==> config.mk <==
export PLATFORM = sky130hd
export DESIGN_NAME = lru_key_value_cache_top_flat
export DESIGN_NICKNAME = d
export VERILOG_FILES = /design/src/rtl/lkv_pkg.sv /design/src/rtl/lkv_if.sv /design/src/rtl/lkv_ram.sv /design/src/rtl/lru_key_value_cache_top.sv /design/src/flat_wrapper.sv
export SDC_FILE = /design/constraint.sdc
export NUM_CORES = 1
export LEC_CHECK = 0
export BUFFER_PORTS_ARGS = -buffer_cell sky130_fd_sc_hd__buf_4
export CORE_MARGIN = 3
export CORE_UTILIZATION = 30
export DETAILED_ROUTE_END_ITERATION = 10
export PLACE_DENSITY = 0.44
export SLEW_MARGIN = 20
export SYNTH_ARGS = -nofsm -noshare
export SYNTH_HDL_FRONTEND = slang
export SYNTH_HIERARCHICAL = 1
export SYNTH_SLANG_ARGS = --single-unit
==> constraint.sdc <==
create_clock -name clk -period 18.1 [get_ports clk]
set_clock_uncertainty 0.15 [all_clocks]
set_input_delay 1.81 -clock clk [delete_from_list [all_inputs] [get_ports clk]]
set_output_delay 1.81 -clock clk [all_outputs]
set_load 0.01 [all_outputs]
==> src/rtl/lkv_pkg.sv <==
// shared sizes and constants for the lru key-value cache
`timescale 1ns / 1ps

package lkv_pkg;

	localparam int ENTRIES = 16;
	localparam int KEY_W   = 16;
	localparam int VAL_W   = 31;
	localparam int CAP_W   = 5;
	localparam int IDX_W   = (ENTRIES > 1) ? $clog2(ENTRIES) : 1;
	localparam int AGE_W   = IDX_W;
	localparam int CNT_W   = $clog2(ENTRIES + 1);
	localparam int KV_W    = KEY_W + VAL_W;

	localparam logic REQ_GET = 1'b0;
	localparam logic REQ_PUT = 1'b1;

endpackage

==> src/rtl/lkv_if.sv <==
// request, response and configuration channels of the lru key-value cache
`timescale 1ns / 1ps

interface lkv_req_if;
	logic                      valid;
	logic                      ready;
	logic                      req_type;
	logic [lkv_pkg::KEY_W-1:0] key;
	logic [lkv_pkg::VAL_W-1:0] value;

	modport source (output valid, req_type, key, value, input ready);
	modport sink (input valid, req_type, key, value, output ready);
endinterface

interface lkv_rsp_if;
	logic                      valid;
	logic                      ready;
	logic                      hit;
	logic [lkv_pkg::VAL_W-1:0] read_value;
	logic                      evicted;
	logic [lkv_pkg::KEY_W-1:0] evicted_key;

	modport source (output valid, hit, read_value, evicted, evicted_key, input ready);
	modport sink (input valid, hit, read_value, evicted, evicted_key, output ready);
endinterface

interface lkv_cfg_if;
	logic                      valid;
	logic                      ready;
	logic [lkv_pkg::CAP_W-1:0] capacity;

	modport source (output valid, capacity, input ready);
	modport sink (input valid, capacity, output ready);
endinterface

==> src/rtl/lkv_ram.sv <==
// simple dual-port ram, one write and one registered read port
`timescale 1ns / 1ps

module lkv_ram #(
	parameter int WIDTH = 8,
	parameter int DEPTH = 16
) (
	input  logic                     clk,
	input  logic                     we,
	input  logic [$clog2(DEPTH)-1:0] waddr,
	input  logic [WIDTH-1:0]         wdata,
	input  logic [$clog2(DEPTH)-1:0] raddr,
	output logic [WIDTH-1:0]         rdata
);

	logic [WIDTH-1:0] mem [DEPTH];

	always_ff @(posedge clk) begin
		if (we) begin
			mem[waddr] <= wdata;
		end
	end

	always_ff @(posedge clk) begin
		rdata <= mem[raddr];
	end

endmodule

==> src/rtl/lru_key_value_cache_top.sv <==
// lru key-value cache: scan and rank-update control around key/data and age rams
// a put or a get hit runs a scan pass and then a rank-update pass; a get miss skips the
//   update pass; one request is in work at a time
// both passes share the single read address of the rams: one pass finds the key and the
//   oldest entry, a second pass rewrites ranks
// a finished response waits in an output register while the next request is taken
// reset clears the valid bits, the entry count and sets capacity to 16; no clearing pass
`timescale 1ns / 1ps

module lru_key_value_cache_top (
	input  logic       clk,
	input  logic       arst_n,
	lkv_req_if.sink    req,
	lkv_rsp_if.source  rsp,
	lkv_cfg_if.sink    cfg
);

	localparam int ENTRIES = lkv_pkg::ENTRIES;
	localparam int KEY_W   = lkv_pkg::KEY_W;
	localparam int VAL_W   = lkv_pkg::VAL_W;
	localparam int CAP_W   = lkv_pkg::CAP_W;
	localparam int IDX_W   = lkv_pkg::IDX_W;
	localparam int AGE_W   = lkv_pkg::AGE_W;
	localparam int CNT_W   = lkv_pkg::CNT_W;
	localparam int KV_W    = lkv_pkg::KV_W;

	localparam logic [ENTRIES-1:0] ONE_HOT0 = ENTRIES'(1);
	localparam logic [IDX_W-1:0]   LAST_IDX = IDX_W'(ENTRIES - 1);
	localparam logic [CAP_W-1:0]   CAP_RESET = CAP_W'(ENTRIES);

	typedef enum logic [2:0] {
		ST_IDLE,
		ST_SCAN,
		ST_DECIDE,
		ST_UPDATE,
		ST_FINISH
	} state_t;

	state_t state_q;

	logic [CNT_W-1:0]   issue_q;
	logic               vld_s1;
	logic [IDX_W-1:0]   idx_s1;

	logic               put_q;
	logic [KEY_W-1:0]   key_q;
	logic [VAL_W-1:0]   value_q;
	logic               hit_q;
	logic [IDX_W-1:0]   s_q;
	logic [AGE_W-1:0]   as_q;
	logic [VAL_W-1:0]   rd_q;
	logic [IDX_W-1:0]   old_q;
	logic [KEY_W-1:0]   oldk_q;
	logic [IDX_W-1:0]   nxt_q;
	logic [KEY_W-1:0]   nxtk_q;
	logic               evict_q;
	logic [KEY_W-1:0]   evk_q;
	logic [ENTRIES-1:0] vmask_q;
	logic [IDX_W-1:0]   slot_q;
	logic [ENTRIES-1:0] valid_q;
	logic [CNT_W-1:0]   count_q;
	logic [CAP_W-1:0]   cap_q;

	logic               rsp_valid_q;
	logic               rsp_hit_q;
	logic [VAL_W-1:0]   rsp_value_q;
	logic               rsp_evicted_q;
	logic [KEY_W-1:0]   rsp_evk_q;

	// ram ports
	logic [IDX_W-1:0]   raddr;
	logic [KV_W-1:0]    kv_rdata;
	logic               kv_we;
	logic [KV_W-1:0]    kv_wdata;
	logic [AGE_W-1:0]   age_rdata;
	logic               age_we;
	logic [AGE_W-1:0]   age_wdata;

	logic [KEY_W-1:0]   rd_key;
	logic [VAL_W-1:0]   rd_val;
	logic [CNT_W-1:0]   age_ext;
	logic [CNT_W-1:0]   cnt_m1;
	logic [CNT_W-1:0]   cnt_m2;
	logic [CNT_W-1:0]   cnt_after;
	logic [CNT_W-1:0]   eff_cap;
	logic               evict_c;
	logic [IDX_W-1:0]   victim_c;
	logic [KEY_W-1:0]   victim_key_c;
	logic [ENTRIES-1:0] vmask_c;
	logic [IDX_W-1:0]   slot_c;
	logic               pass_active;
	logic               pass_last;

	lkv_ram #(.WIDTH(KV_W), .DEPTH(ENTRIES)) u_kv_ram (
		.clk   (clk),
		.we    (kv_we),
		.waddr (slot_c),
		.wdata (kv_wdata),
		.raddr (raddr),
		.rdata (kv_rdata)
	);

	lkv_ram #(.WIDTH(AGE_W), .DEPTH(ENTRIES)) u_age_ram (
		.clk   (clk),
		.we    (age_we),
		.waddr (idx_s1),
		.wdata (age_wdata),
		.raddr (raddr),
		.rdata (age_rdata)
	);

	assign req.ready       = (state_q == ST_IDLE);
	assign cfg.ready       = 1'b1;
	assign rsp.valid       = rsp_valid_q;
	assign rsp.hit         = rsp_hit_q;
	assign rsp.read_value  = rsp_value_q;
	assign rsp.evicted     = rsp_evicted_q;
	assign rsp.evicted_key = rsp_evk_q;

	assign raddr       = issue_q[IDX_W-1:0];
	assign pass_active = (state_q == ST_SCAN) || (state_q == ST_UPDATE);
	assign pass_last   = vld_s1 && (idx_s1 == LAST_IDX);

	assign rd_key  = kv_rdata[KV_W-1:VAL_W];
	assign rd_val  = kv_rdata[VAL_W-1:0];
	assign age_ext = CNT_W'(age_rdata);
	assign cnt_m1  = count_q - CNT_W'(1);
	assign cnt_m2  = count_q - CNT_W'(2);

	assign kv_we    = (state_q == ST_DECIDE) && put_q;
	assign kv_wdata = {key_q, value_q};

	// capacity zero acts as one, anything above the entry count saturates
	always_comb begin
		if (cap_q == '0) begin
			eff_cap = CNT_W'(1);
		end else if (32'(cap_q) > ENTRIES) begin
			eff_cap = CNT_W'(ENTRIES);
		end else begin
			eff_cap = CNT_W'(cap_q);
		end
	end

	// ranks form a permutation, so the oldest survivor is rank count-1 unless that was the hit
	always_comb begin
		cnt_after    = count_q - CNT_W'(hit_q);
		evict_c      = put_q && (cnt_after >= eff_cap);
		victim_c     = (hit_q && (old_q == s_q)) ? nxt_q : old_q;
		victim_key_c = (hit_q && (old_q == s_q)) ? nxtk_q : oldk_q;
		vmask_c      = valid_q;
		if (hit_q) begin
			vmask_c = vmask_c & ~(ONE_HOT0 << s_q);
		end
		if (evict_c) begin
			vmask_c = vmask_c & ~(ONE_HOT0 << victim_c);
		end
		slot_c = '0;
		for (int i = ENTRIES - 1; i >= 0; i--) begin
			if (!vmask_c[i]) begin
				slot_c = IDX_W'(i);
			end
		end
	end

	// rank rewrite in the second pass
	always_comb begin
		age_we    = 1'b0;
		age_wdata = '0;
		if (state_q == ST_UPDATE && vld_s1) begin
			if (put_q) begin
				if (idx_s1 == slot_q) begin
					age_we = 1'b1;
				end else if (vmask_q[idx_s1]) begin
					age_we = 1'b1;
					if (hit_q && (age_rdata > as_q)) begin
						age_wdata = age_rdata;
					end else begin
						age_wdata = age_rdata + AGE_W'(1);
					end
				end
			end else begin
				if (idx_s1 == s_q) begin
					age_we = 1'b1;
				end else if (valid_q[idx_s1] && (age_rdata < as_q)) begin
					age_we    = 1'b1;
					age_wdata = age_rdata + AGE_W'(1);
				end
			end
		end
	end

	always_ff @(posedge clk or negedge arst_n) begin
		if (!arst_n) begin
			state_q       <= ST_IDLE;
			issue_q       <= '0;
			vld_s1        <= 1'b0;
			idx_s1        <= '0;
			put_q         <= 1'b0;
			key_q         <= '0;
			value_q       <= '0;
			hit_q         <= 1'b0;
			s_q           <= '0;
			as_q          <= '0;
			rd_q          <= '0;
			old_q         <= '0;
			oldk_q        <= '0;
			nxt_q         <= '0;
			nxtk_q        <= '0;
			evict_q       <= 1'b0;
			evk_q         <= '0;
			vmask_q       <= '0;
			slot_q        <= '0;
			valid_q       <= '0;
			count_q       <= '0;
			cap_q         <= CAP_RESET;
			rsp_valid_q   <= 1'b0;
			rsp_hit_q     <= 1'b0;
			rsp_value_q   <= '0;
			rsp_evicted_q <= 1'b0;
			rsp_evk_q     <= '0;
		end else begin
			if (cfg.valid) begin
				cap_q <= cfg.capacity;
			end

			// the finish state reloads the register itself when it is taken
			if (rsp_valid_q && rsp.ready && (state_q != ST_FINISH)) begin
				rsp_valid_q <= 1'b0;
			end

			// read issue for both passes
			vld_s1 <= pass_active && (32'(issue_q) < ENTRIES);
			idx_s1 <= raddr;
			if (pass_active && (32'(issue_q) < ENTRIES)) begin
				issue_q <= issue_q + CNT_W'(1);
			end

			unique case (state_q)
				ST_IDLE: begin
					if (req.valid) begin
						put_q   <= (req.req_type == lkv_pkg::REQ_PUT);
						key_q   <= req.key;
						value_q <= req.value;
						hit_q   <= 1'b0;
						issue_q <= '0;
						state_q <= ST_SCAN;
					end
				end
				ST_SCAN: begin
					if (vld_s1 && valid_q[idx_s1]) begin
						if (rd_key == key_q) begin
							hit_q <= 1'b1;
							s_q   <= idx_s1;
							as_q  <= age_rdata;
							rd_q  <= rd_val;
						end
						if (age_ext == cnt_m1) begin
							old_q  <= idx_s1;
							oldk_q <= rd_key;
						end
						if (age_ext == cnt_m2) begin
							nxt_q  <= idx_s1;
							nxtk_q <= rd_key;
						end
					end
					if (pass_last) begin
						state_q <= ST_DECIDE;
					end
				end
				ST_DECIDE: begin
					evict_q <= evict_c;
					evk_q   <= evict_c ? victim_key_c : '0;
					vmask_q <= vmask_c;
					slot_q  <= slot_c;
					issue_q <= '0;
					state_q <= (put_q || hit_q) ? ST_UPDATE : ST_FINISH;
				end
				ST_UPDATE: begin
					if (pass_last) begin
						if (put_q) begin
							valid_q <= vmask_q | (ONE_HOT0 << slot_q);
							count_q <= count_q - CNT_W'(hit_q) - CNT_W'(evict_q)
								+ CNT_W'(1);
						end
						state_q <= ST_FINISH;
					end
				end
				ST_FINISH: begin
					if (!rsp_valid_q || rsp.ready) begin
						rsp_valid_q   <= 1'b1;
						rsp_hit_q     <= hit_q;
						rsp_value_q   <= (hit_q && !put_q) ? rd_q : '0;
						rsp_evicted_q <= evict_q;
						rsp_evk_q     <= evk_q;
						state_q       <= ST_IDLE;
					end
				end
				default: begin
					state_q <= ST_IDLE;
				end
			endcase
		end
	end

	// the fill count always matches the number of valid entries
	a_count_matches_valid: assert property (@(posedge clk) disable iff (!arst_n)
		$countones(valid_q) == int'(count_q))
		else $error("entry count differs from valid bits");

	a_count_in_range: assert property (@(posedge clk) disable iff (!arst_n)
		32'(count_q) <= ENTRIES)
		else $error("entry count above entries");

	// a put always leaves at least the inserted entry behind
	a_put_leaves_entry: assert property (@(posedge clk) disable iff (!arst_n)
		(state_q == ST_FINISH && put_q) |-> count_q != '0)
		else $error("put left the store empty");

	// an eviction is only reported for a put
	a_evict_only_put: assert property (@(posedge clk) disable iff (!arst_n)
		(state_q == ST_FINISH && evict_q) |-> put_q)
		else $error("eviction on a get request");

endmodule
==> src/flat_wrapper.sv <==
// flat-port wrapper written by rule: the top's interface ports become plain ports
module lru_key_value_cache_top_flat 
  (clk, arst_n, req_valid, req_req_type, req_key, req_value, req_ready, rsp_valid, rsp_hit, rsp_read_value, rsp_evicted, rsp_evicted_key, rsp_ready, cfg_valid, cfg_capacity, cfg_ready);
  lkv_req_if req_i ();
  lkv_rsp_if rsp_i ();
  lkv_cfg_if cfg_i ();
  input  logic clk;
  input  logic arst_n;
  input wire logic [$bits(req_i.valid)-1:0] req_valid;
  input wire logic [$bits(req_i.req_type)-1:0] req_req_type;
  input wire logic [$bits(req_i.key)-1:0] req_key;
  input wire logic [$bits(req_i.value)-1:0] req_value;
  output wire logic [$bits(req_i.ready)-1:0] req_ready;
  output wire logic [$bits(rsp_i.valid)-1:0] rsp_valid;
  output wire logic [$bits(rsp_i.hit)-1:0] rsp_hit;
  output wire logic [$bits(rsp_i.read_value)-1:0] rsp_read_value;
  output wire logic [$bits(rsp_i.evicted)-1:0] rsp_evicted;
  output wire logic [$bits(rsp_i.evicted_key)-1:0] rsp_evicted_key;
  input wire logic [$bits(rsp_i.ready)-1:0] rsp_ready;
  input wire logic [$bits(cfg_i.valid)-1:0] cfg_valid;
  input wire logic [$bits(cfg_i.capacity)-1:0] cfg_capacity;
  output wire logic [$bits(cfg_i.ready)-1:0] cfg_ready;
  assign req_i.valid = req_valid;
  assign req_i.req_type = req_req_type;
  assign req_i.key = req_key;
  assign req_i.value = req_value;
  assign req_ready = req_i.ready;
  assign rsp_valid = rsp_i.valid;
  assign rsp_hit = rsp_i.hit;
  assign rsp_read_value = rsp_i.read_value;
  assign rsp_evicted = rsp_i.evicted;
  assign rsp_evicted_key = rsp_i.evicted_key;
  assign rsp_i.ready = rsp_ready;
  assign cfg_i.valid = cfg_valid;
  assign cfg_i.capacity = cfg_capacity;
  assign cfg_ready = cfg_i.ready;
  lru_key_value_cache_top u_core (.clk(clk), .arst_n(arst_n), .req(req_i), .rsp(rsp_i), .cfg(cfg_i));
endmodule
[Yosys cells after proc, flatten, opt, wreduce, memory -nomap -nowiden]
Memory sizes are Yosys's and may differ from the RTL's. A register that Yosys moved wholly into a read port is not among the register bits.
Index checks and enable logic that the tools add are counted.
Storage, ports and cells
  memory bits (writable): 816
  memories: 2
  bits in latches: 0
  memory bits (read-only): 0
  output and inout bits: 52
  register bits: 254
Cells by class
  magnitude comparators: 6
  reductions and logical operators: 28
  mux-type cells: 61
  add/sub/neg operators: 7
  eq/ne operators: 18
  $mul: 0
  shift-type cells: 3
  bitwise gates (word level): 5
  divide/modulo/power cells: 0
Memories
  u_core.u_kv_ram.mem: words 16, width 47, read ports 1, clocked after Yosys merged registers in 1, wr ports 1, RTL line lkv_ram.sv:16  | logic [WIDTH-1:0] mem [DEPTH];
  u_core.u_age_ram.mem: words 16, width 4, read ports 1, clocked after Yosys merged registers in 1, wr ports 1, RTL line lkv_ram.sv:16
Operators with widths (count)
  4-bit two-way mux: 24
  16-bit two-way mux: 4
  1-bit by 4-bit left shift with 16-bit output (first input constant): 3
  16-bit bitwise AND: 2
  16-bit NOT: 2
  31-bit two-way mux: 1
  5-bit two-way mux: 4
  1-bit two-way mux: 18
  16-bit equality test: 1
  16-bit OR: 1
  3-bit two-way mux: 5
  3-bit case mux with 5 select lines: 1
  4-bit equality test: 3
  1-bit logical AND: 12
  3-bit AND reduction: 4
  5-bit by 1-bit adder with 5-bit output (second input constant): 2
  4-bit by 5-bit equality test with 1-bit output: 2
  5-bit case mux with 2 select lines: 1
  5-bit by 1-bit subtractor with 5-bit output: 2
  1-bit binary-select mux with 4-bit select: 2
  4-bit AND reduction: 2
  3-bit by 2-bit equality test with 1-bit output (second input constant): 2
  2-bit by 1-bit != test with 1-bit output (second input constant): 3
  2-bit != test (second input constant): 3
  other kinds (20): 24

[Longest topological paths before layout]
  depth after elaboration: 23
  mapped depth: 16

[Modules after synthesis]
The synthesis kept the hierarchy.
Modules (own cells, without submodules)
  lkv_ram at u_core.u_kv_ram: seq. area each 23522.6 um^2, times used 1, cells each 1217, area each 29130.4 um^2
  lru_key_value_cache_top: seq. area each 6357.3 um^2, times used 1, cells each 1046, area each 12096.6 um^2
  lkv_ram at u_core.u_age_ram: seq. area each 2001.9 um^2, times used 1, cells each 130, area each 2666.3 um^2

[Least setup slack after synthesis]
Ideal clock, no wire load.
  path type: register to register
  start point: register u_core.count_q[2]
  end point: memory u_core/u_kv_ram/mem[0][0] (netlist bit), enable pin
  arrival time: 6.553 ns
  setup time: 0.510 ns
  buffers on the path: 0
  cell stages (with the launch flop): 17
  path slack: 10.887 ns
  cell sequence: dfrtp_1 inv_1 ha_1 inv_1 o21ai_0 xnor2_1 ha_1 a21o_1 a21oi_1 o21a_1 nor3_1 or3_1 or2_1 a21oi_1 nor2_1 or3b_2 nor3_1
On the way
  longest elaborated chain between the ends: 20
RTL lines
  from (decl): RTL line lru_key_value_cache_top.sv:61  | logic [CNT_W-1:0] count_q;
  from (signal assigned): RTL line lru_key_value_cache_top.sv:282  | count_q <= count_q - CNT_W'(hit_q) - CNT_W'(evict_q)
  5-bit by 1-bit subtractor with 5-bit output (*): RTL line lru_key_value_cache_top.sv:146  | cnt_after = count_q - CNT_W'(hit_q);
  5-bit greater-or-equal comparator (*): RTL line lru_key_value_cache_top.sv:147  | evict_c = put_q && (cnt_after >= eff_cap);
  1-bit logical AND (*): RTL line lru_key_value_cache_top.sv:147
  16-bit two-way mux (*): RTL line lru_key_value_cache_top.sv:154  | if (evict_c) begin
  4-bit two-way mux (15 in series): RTL line lru_key_value_cache_top.sv:159  | if (!vmask_c[i]) begin
  4-bit two-way mux (*): RTL line lru_key_value_cache_top.sv:159
  via u_core.slot_c[2]: RTL line lru_key_value_cache_top.sv:90  | logic [IDX_W-1:0] slot_c;
  to (decl): RTL line lkv_ram.sv:16
Mark *: on every way through the listed nets, which the timed path passes. The rest lies on a longest branch.

[Worst setup path in the final report]
  start point: register u_core.hit_q
  end point: memory u_core/u_kv_ram/mem[15][12] (netlist bit), enable pin
On the way
  longest elaborated chain between the ends: 22
  elaborated cells on any way between the ends: 26
  those cells by class: add/sub (1); order compare (1); shift (1); mux (19); bitwise (2); reduce/logical (2)
RTL lines
  from (decl): RTL line lru_key_value_cache_top.sv:48  | logic hit_q;
  from (signal assigned): RTL line lru_key_value_cache_top.sv:201  | hit_q <= 1'b0;
  from (signal assigned): RTL line lru_key_value_cache_top.sv:244  | hit_q <= 1'b0;
  from (signal assigned): RTL line lru_key_value_cache_top.sv:252  | hit_q <= 1'b1;
  parallel branches: the longest is 5 deep, another holds 5-bit by 1-bit subtractor with 5-bit output
  16-bit two-way mux (*): RTL line lru_key_value_cache_top.sv:154
  4-bit two-way mux (15 in series): RTL line lru_key_value_cache_top.sv:159
  4-bit two-way mux (*): RTL line lru_key_value_cache_top.sv:159
  via u_core.slot_c[0]: RTL line lru_key_value_cache_top.sv:90
Mark *: on every way through the listed nets, which the timed path passes.

==> results_dict.tcl <==
set metrics [dict create \
    outcome "finished, final reports clean" \
    global_route_usage_over_all_layers_pct 14.38 \
    grt_antenna_before_repair 5 \
    crit_fanout 24 \
    area_leader_netlist "sky130_fd_sc_hd__edfxtp_1" \
    critical_path_arrival_ns 6.82 \
    cts.path.max_buffers 3 \
    power_report.internal_total_uw 5266 \
    antenna_left 0 \
    synthesis.area_per_instance_um2 18.34 \
    ios 110 \
    rsz0062_at_grt "no" \
    syn_to_final_growth_pct 16.01 \
    critPathCaptureType "register" \
    ir_drop_mv 0.08325 \
    hold-worst-slack_ns 0.3110 \
    clockPowerShare_pct 31.9 \
    syn_area_mm2 0.04389 \
    maxCapViolations 0 \
    layout_worst_path_cycle_share_pct 36.48 \
    number_of_violations_reported_at_the_end_of_detailed_routing_iteration_0 1488 \
    fin_nets 2620 \
    yosys.area.top_type_share_pct 55.83 \
    combPwrFrac_pct 20.6 \
    yosysWarnings 6 \
    post-dp-hpwl_mm 64.33 \
    net-switching-power_uw 2278 \
    sw_frac_of_total_pct 30.20 \
    max_freq_mhz 151.4 \
    timing.reg2reg.setup_slack_ns 11.50 \
    max_slew.worst_pin.slew_ns 1.108 \
    timing_hold_violations_final 0 \
    cts-hold-fix-buffers 0 \
    path_category_of_the_worst_min_delay_check "register to register" \
    grt_first_pass_wirelength_mm 163.2 \
    worst_slew_margin_rel_pct 26.13 \
    critPathKind "register to register" \
    via_count_of_the_first_global_routing_pass 24110 \
    synth_seq_area_share_pct 72.63 \
    port-buffer-count 108 \
    finalMaxSlewViolations 0 \
    critical_path.startpoint_type "register" \
    yosysUniqueCellTypes 91 \
    synth-edff-count 816 \
    syn_inst 2393 \
    grt_max_degree 83 \
    pwr_cell_area_mw_per_mm2 148.1 \
    netlist_top_cells_area "sky130_fd_sc_hd__edfxtp_1 56%, sky130_fd_sc_hd__dfrtp_1 14%, sky130_fd_sc_hd__mux4_2 10%, sky130_fd_sc_hd__mux2_2 3.8%, sky130_fd_sc_hd__dfxtp_1 2.3%" \
    die_area_mm2 0.1509 \
    post_cts_resize_count 0 \
    layout_min_cycle_time_ns 6.603 \
    postSynthRegisterBits 1121 \
    tritoncts "done" \
    dr.pass1.iters 7 \
    cts_inserted_buffers 117 \
    seqPwrFrac_pct 47.5 \
    via_per_inst 4.940 \
    drc 0 \
    final.fill_count 13550 \
    routedWlPerCell_um 23.86 \
    synth-async-reset-ratio_pct 22.66 \
    cts_sinks 1121 \
    post_route_cells_drive_above_1_share_pct 28.27 \
    routed_wl_mm 108.6 \
    fin_tns_setup_ns 0 \
    placement_rows 139 \
    die_x_um 388.5 \
    overall_die_height_um 388.5 \
    initial_utilization_pct 30.37 \
    clock_insertion_delay_worst_skew_ns 0.71 \
    clock_tree_root_buffer_cell "sky130_fd_sc_hd__clkbuf_16" \
    power_leakage_uw 0.01798 \
    worst-endpoint-required_ns 18.31 \
    setup_viol 0 \
    vias 22490 \
    cts.htree.levels 3 \
    gpl.final_weighted_congestion 0.8772 \
    synth_ff_type "sky130_fd_sc_hd__edfxtp_1" \
    cts_setup_buffers 0 \
    core_area_mm2 0.1445 \
    postSynthNetCount 2471 \
    clkTransAtPathRegs_ns 0.06 \
    overflow 0 \
]
==> power groups by stage <==
stage / Clock, uW / Sequential [uW] / Combinational, uW
after floorplan: 0 / 3410 / 1170
after global placement: 0 / 3620 / 1590
after detailed placement: 0 / 3650 / 1580
after CTS: 2490 / 3600 / 1590
after global routing: 2600 / 3640 / 1700
final: 2410 / 3580 / 1550
==> cells in the mapped netlist, types with 3 or more instances <==
master / count
sky130_fd_sc_hd__xnor2_1: 32
sky130_fd_sc_hd__nor4_1: 6
sky130_fd_sc_hd__and2_1: 3
sky130_fd_sc_hd__edfxtp_1: 816
sky130_fd_sc_hd__mux2i_1: 22
sky130_fd_sc_hd__clkbuf_1: 70
sky130_fd_sc_hd__a41oi_1: 5
sky130_fd_sc_hd__and3_1: 3
sky130_fd_sc_hd__buf_4: 8
sky130_fd_sc_hd__a211oi_1: 3
sky130_fd_sc_hd__nand2b_1: 8
sky130_fd_sc_hd__a21o_1: 4
sky130_fd_sc_hd__a31oi_1: 9
sky130_fd_sc_hd__or3_1: 6
sky130_fd_sc_hd__dfxtp_1: 51
sky130_fd_sc_hd__ha_1: 20
sky130_fd_sc_hd__dfrtp_1: 253
sky130_fd_sc_hd__o21a_1: 3
sky130_fd_sc_hd__nand4_1: 8
sky130_fd_sc_hd__o21ai_0: 88
sky130_fd_sc_hd__mux4_1: 14
sky130_fd_sc_hd__buf_1: 9
sky130_fd_sc_hd__o31ai_1: 4
sky130_fd_sc_hd__a21oi_1: 40
sky130_fd_sc_hd__mux4_2: 199
sky130_fd_sc_hd__nand2_1: 181
sky130_fd_sc_hd__nor2b_1: 12
sky130_fd_sc_hd__o311ai_0: 5
sky130_fd_sc_hd__buf_6: 15
sky130_fd_sc_hd__nand3_1: 28
sky130_fd_sc_hd__inv_1: 26
sky130_fd_sc_hd__buf_2: 22
sky130_fd_sc_hd__o221ai_2: 4
sky130_fd_sc_hd__nand3b_1: 6
sky130_fd_sc_hd__nor2_1: 71
sky130_fd_sc_hd__a22oi_1: 99
sky130_fd_sc_hd__xnor2_4: 3
sky130_fd_sc_hd__mux2_2: 149
sky130_fd_sc_hd__xor2_1: 7
sky130_fd_sc_hd__nor3_1: 20
==> area by class of cell <==
| class | count | area (um^2) | area share, % |
|---|---|---|---|
| clock inverters | 59 | 593.1 | 1.165 |
| well taps | 1903 | 2381 | 4.676 |
| flip-flops and latches | 1121 | 31890 | 62.63 |
| multi-input cells | 1118 | 11410 | 22.41 |
| clock buffers | 164 | 3298 | 6.477 |
| diodes | 3 | 7.507 | 0.01474 |
| inverters | 28 | 105.1 | 0.2064 |
| repair buffers | 156 | 1231 | 2.418 |
==> final timing paths <==
| kind | cells past startpoint | start | endpoint |
|---|---|---|---|
| min | 1 | u_core/u_kv_ram/rdata[0]$_DFF_P_ | u_core/rd_q[0]$_DFFE_PN0P_ |
| min in group asynchronous | 1 | arst_n | u_core/rsp.evicted_key[15]$_DFFE_PN0P_ |
| max reg2reg | 15 | u_core/hit_q$_DFFE_PN0P_ | u_core/u_kv_ram/mem[15][12]$_DFFE_PP_ |
| max in group asynchronous | 2 | arst_n | u_core/key_q[5]$_DFFE_PN0P_ |
| max | 15 | u_core/hit_q$_DFFE_PN0P_ | u_core/u_kv_ram/mem[15][12]$_DFFE_PP_ |
| min reg2reg | 1 | u_core/u_kv_ram/rdata[0]$_DFF_P_ | u_core/rd_q[0]$_DFFE_PN0P_ |
==> worst max-delay path, cell delays in order, from the launching register on <==
cell                       delay, ns
sky130_fd_sc_hd__dfrtp_1        0.54
sky130_fd_sc_hd__ha_1           0.30
sky130_fd_sc_hd__ha_1           0.20
sky130_fd_sc_hd__and3_1         0.19
sky130_fd_sc_hd__xor2_1         0.17
sky130_fd_sc_hd__ha_1           0.31
sky130_fd_sc_hd__nand3_1        0.09
sky130_fd_sc_hd__o21ai_1        0.57
sky130_fd_sc_hd__nand4_1        0.23
sky130_fd_sc_hd__a221oi_1       0.32
sky130_fd_sc_hd__o311ai_0       0.28
sky130_fd_sc_hd__a311o_2        0.46
sky130_fd_sc_hd__nor2_1         0.58
sky130_fd_sc_hd__nand2_1        0.41
sky130_fd_sc_hd__nor2_4         0.91
sky130_fd_sc_hd__buf_4          0.52
==> sequential cells by signal (all words and copies together), names as in the netlist, 31 cells and up <==
| register | cells |
|---|---|
| u_core/u_kv_ram/mem | 752 |
| u_core/value_q | 31 |
| u_core/u_age_ram/mem | 64 |
| u_core/u_kv_ram/rdata | 47 |
| u_core/rsp.read_value | 31 |
| u_core/rd_q | 31 |
==> cells by family after synthesis <==
| kind of cell | synth area share [%] |
|---|---|
| flops | 72.63 |
| mux | 15.41 |
| simple gates | 3.825 |
| compound gates | 4.669 |
| buf+inv | 1.745 |
| xor+xnor | 1.140 |
| fa+ha+maj | 0.5701 |
| other cells | 0.008543 |
==> through the flow <==
stage / setup slack [ns] / power [uW] / utilization [%] / cells / instance area (um^2)
2_1_floorplan: 10.89 / 4587 / - / 2393 / 43890
3_3_place_gp: 11.43 / 5214 / 32.48 / 4323 / 46940
3_5_place_dp: 11.24 / 5231 / 32.48 / 4323 / 46940
4_1_cts: 11.20 / 7678 / 35.17 / 4546 / 50830
5_1_grt: 11.11 / 7937 / 35.23 / 4549 / 50910
6_report: 11.50 / 7544 / 35.23 / 4552 / 50920
==> layer usage <==
metal / global-route usage, % / routed length [um] / up-vias
met3: 2.506 / 5162 / 159
met1: 19.67 / 48330 / 11960
li1: - / - / 9799
met5: 0 / 0 / -
met4: 3.234 / 2238 / 0
met2: 23.96 / 52880 / 568
==> cell usage in the layout, fill, tap and decap left out, types with 8 or more instances in the layout <==
cell                        Yosys  final
sky130_fd_sc_hd__edfxtp_1     816    816
sky130_fd_sc_hd__dfrtp_1      253    251
sky130_fd_sc_hd__mux4_2       199    199
sky130_fd_sc_hd__nand2_1      181    180
sky130_fd_sc_hd__buf_4          8    152
sky130_fd_sc_hd__mux2_2       149    149
sky130_fd_sc_hd__clkbuf_16      0    120
sky130_fd_sc_hd__a22oi_1       99     99
sky130_fd_sc_hd__o21ai_0       88     88
sky130_fd_sc_hd__nor2_1        71     54
sky130_fd_sc_hd__dfxtp_1       51     51
sky130_fd_sc_hd__a21oi_1       40     40
sky130_fd_sc_hd__xnor2_1       32     32
sky130_fd_sc_hd__clkbuf_1      70     31
sky130_fd_sc_hd__nand3_1       28     27
sky130_fd_sc_hd__inv_1         26     26
sky130_fd_sc_hd__clkinv_2       0     23
sky130_fd_sc_hd__mux2i_1       22     22
sky130_fd_sc_hd__ha_1          20     20
sky130_fd_sc_hd__nor3_1        20     16
sky130_fd_sc_hd__clkinv_1       0     15
sky130_fd_sc_hd__mux4_1        14     14
sky130_fd_sc_hd__clkbuf_8       0     13
sky130_fd_sc_hd__nor2_4         0     13
sky130_fd_sc_hd__nor2b_1       12     10
sky130_fd_sc_hd__bufinv_16      0      9
sky130_fd_sc_hd__a31oi_1        9      9
sky130_fd_sc_hd__nand2b_1       8      8
sky130_fd_sc_hd__nand4_1        8      8
Note: power is estimated with default switching activity, not from simulation.
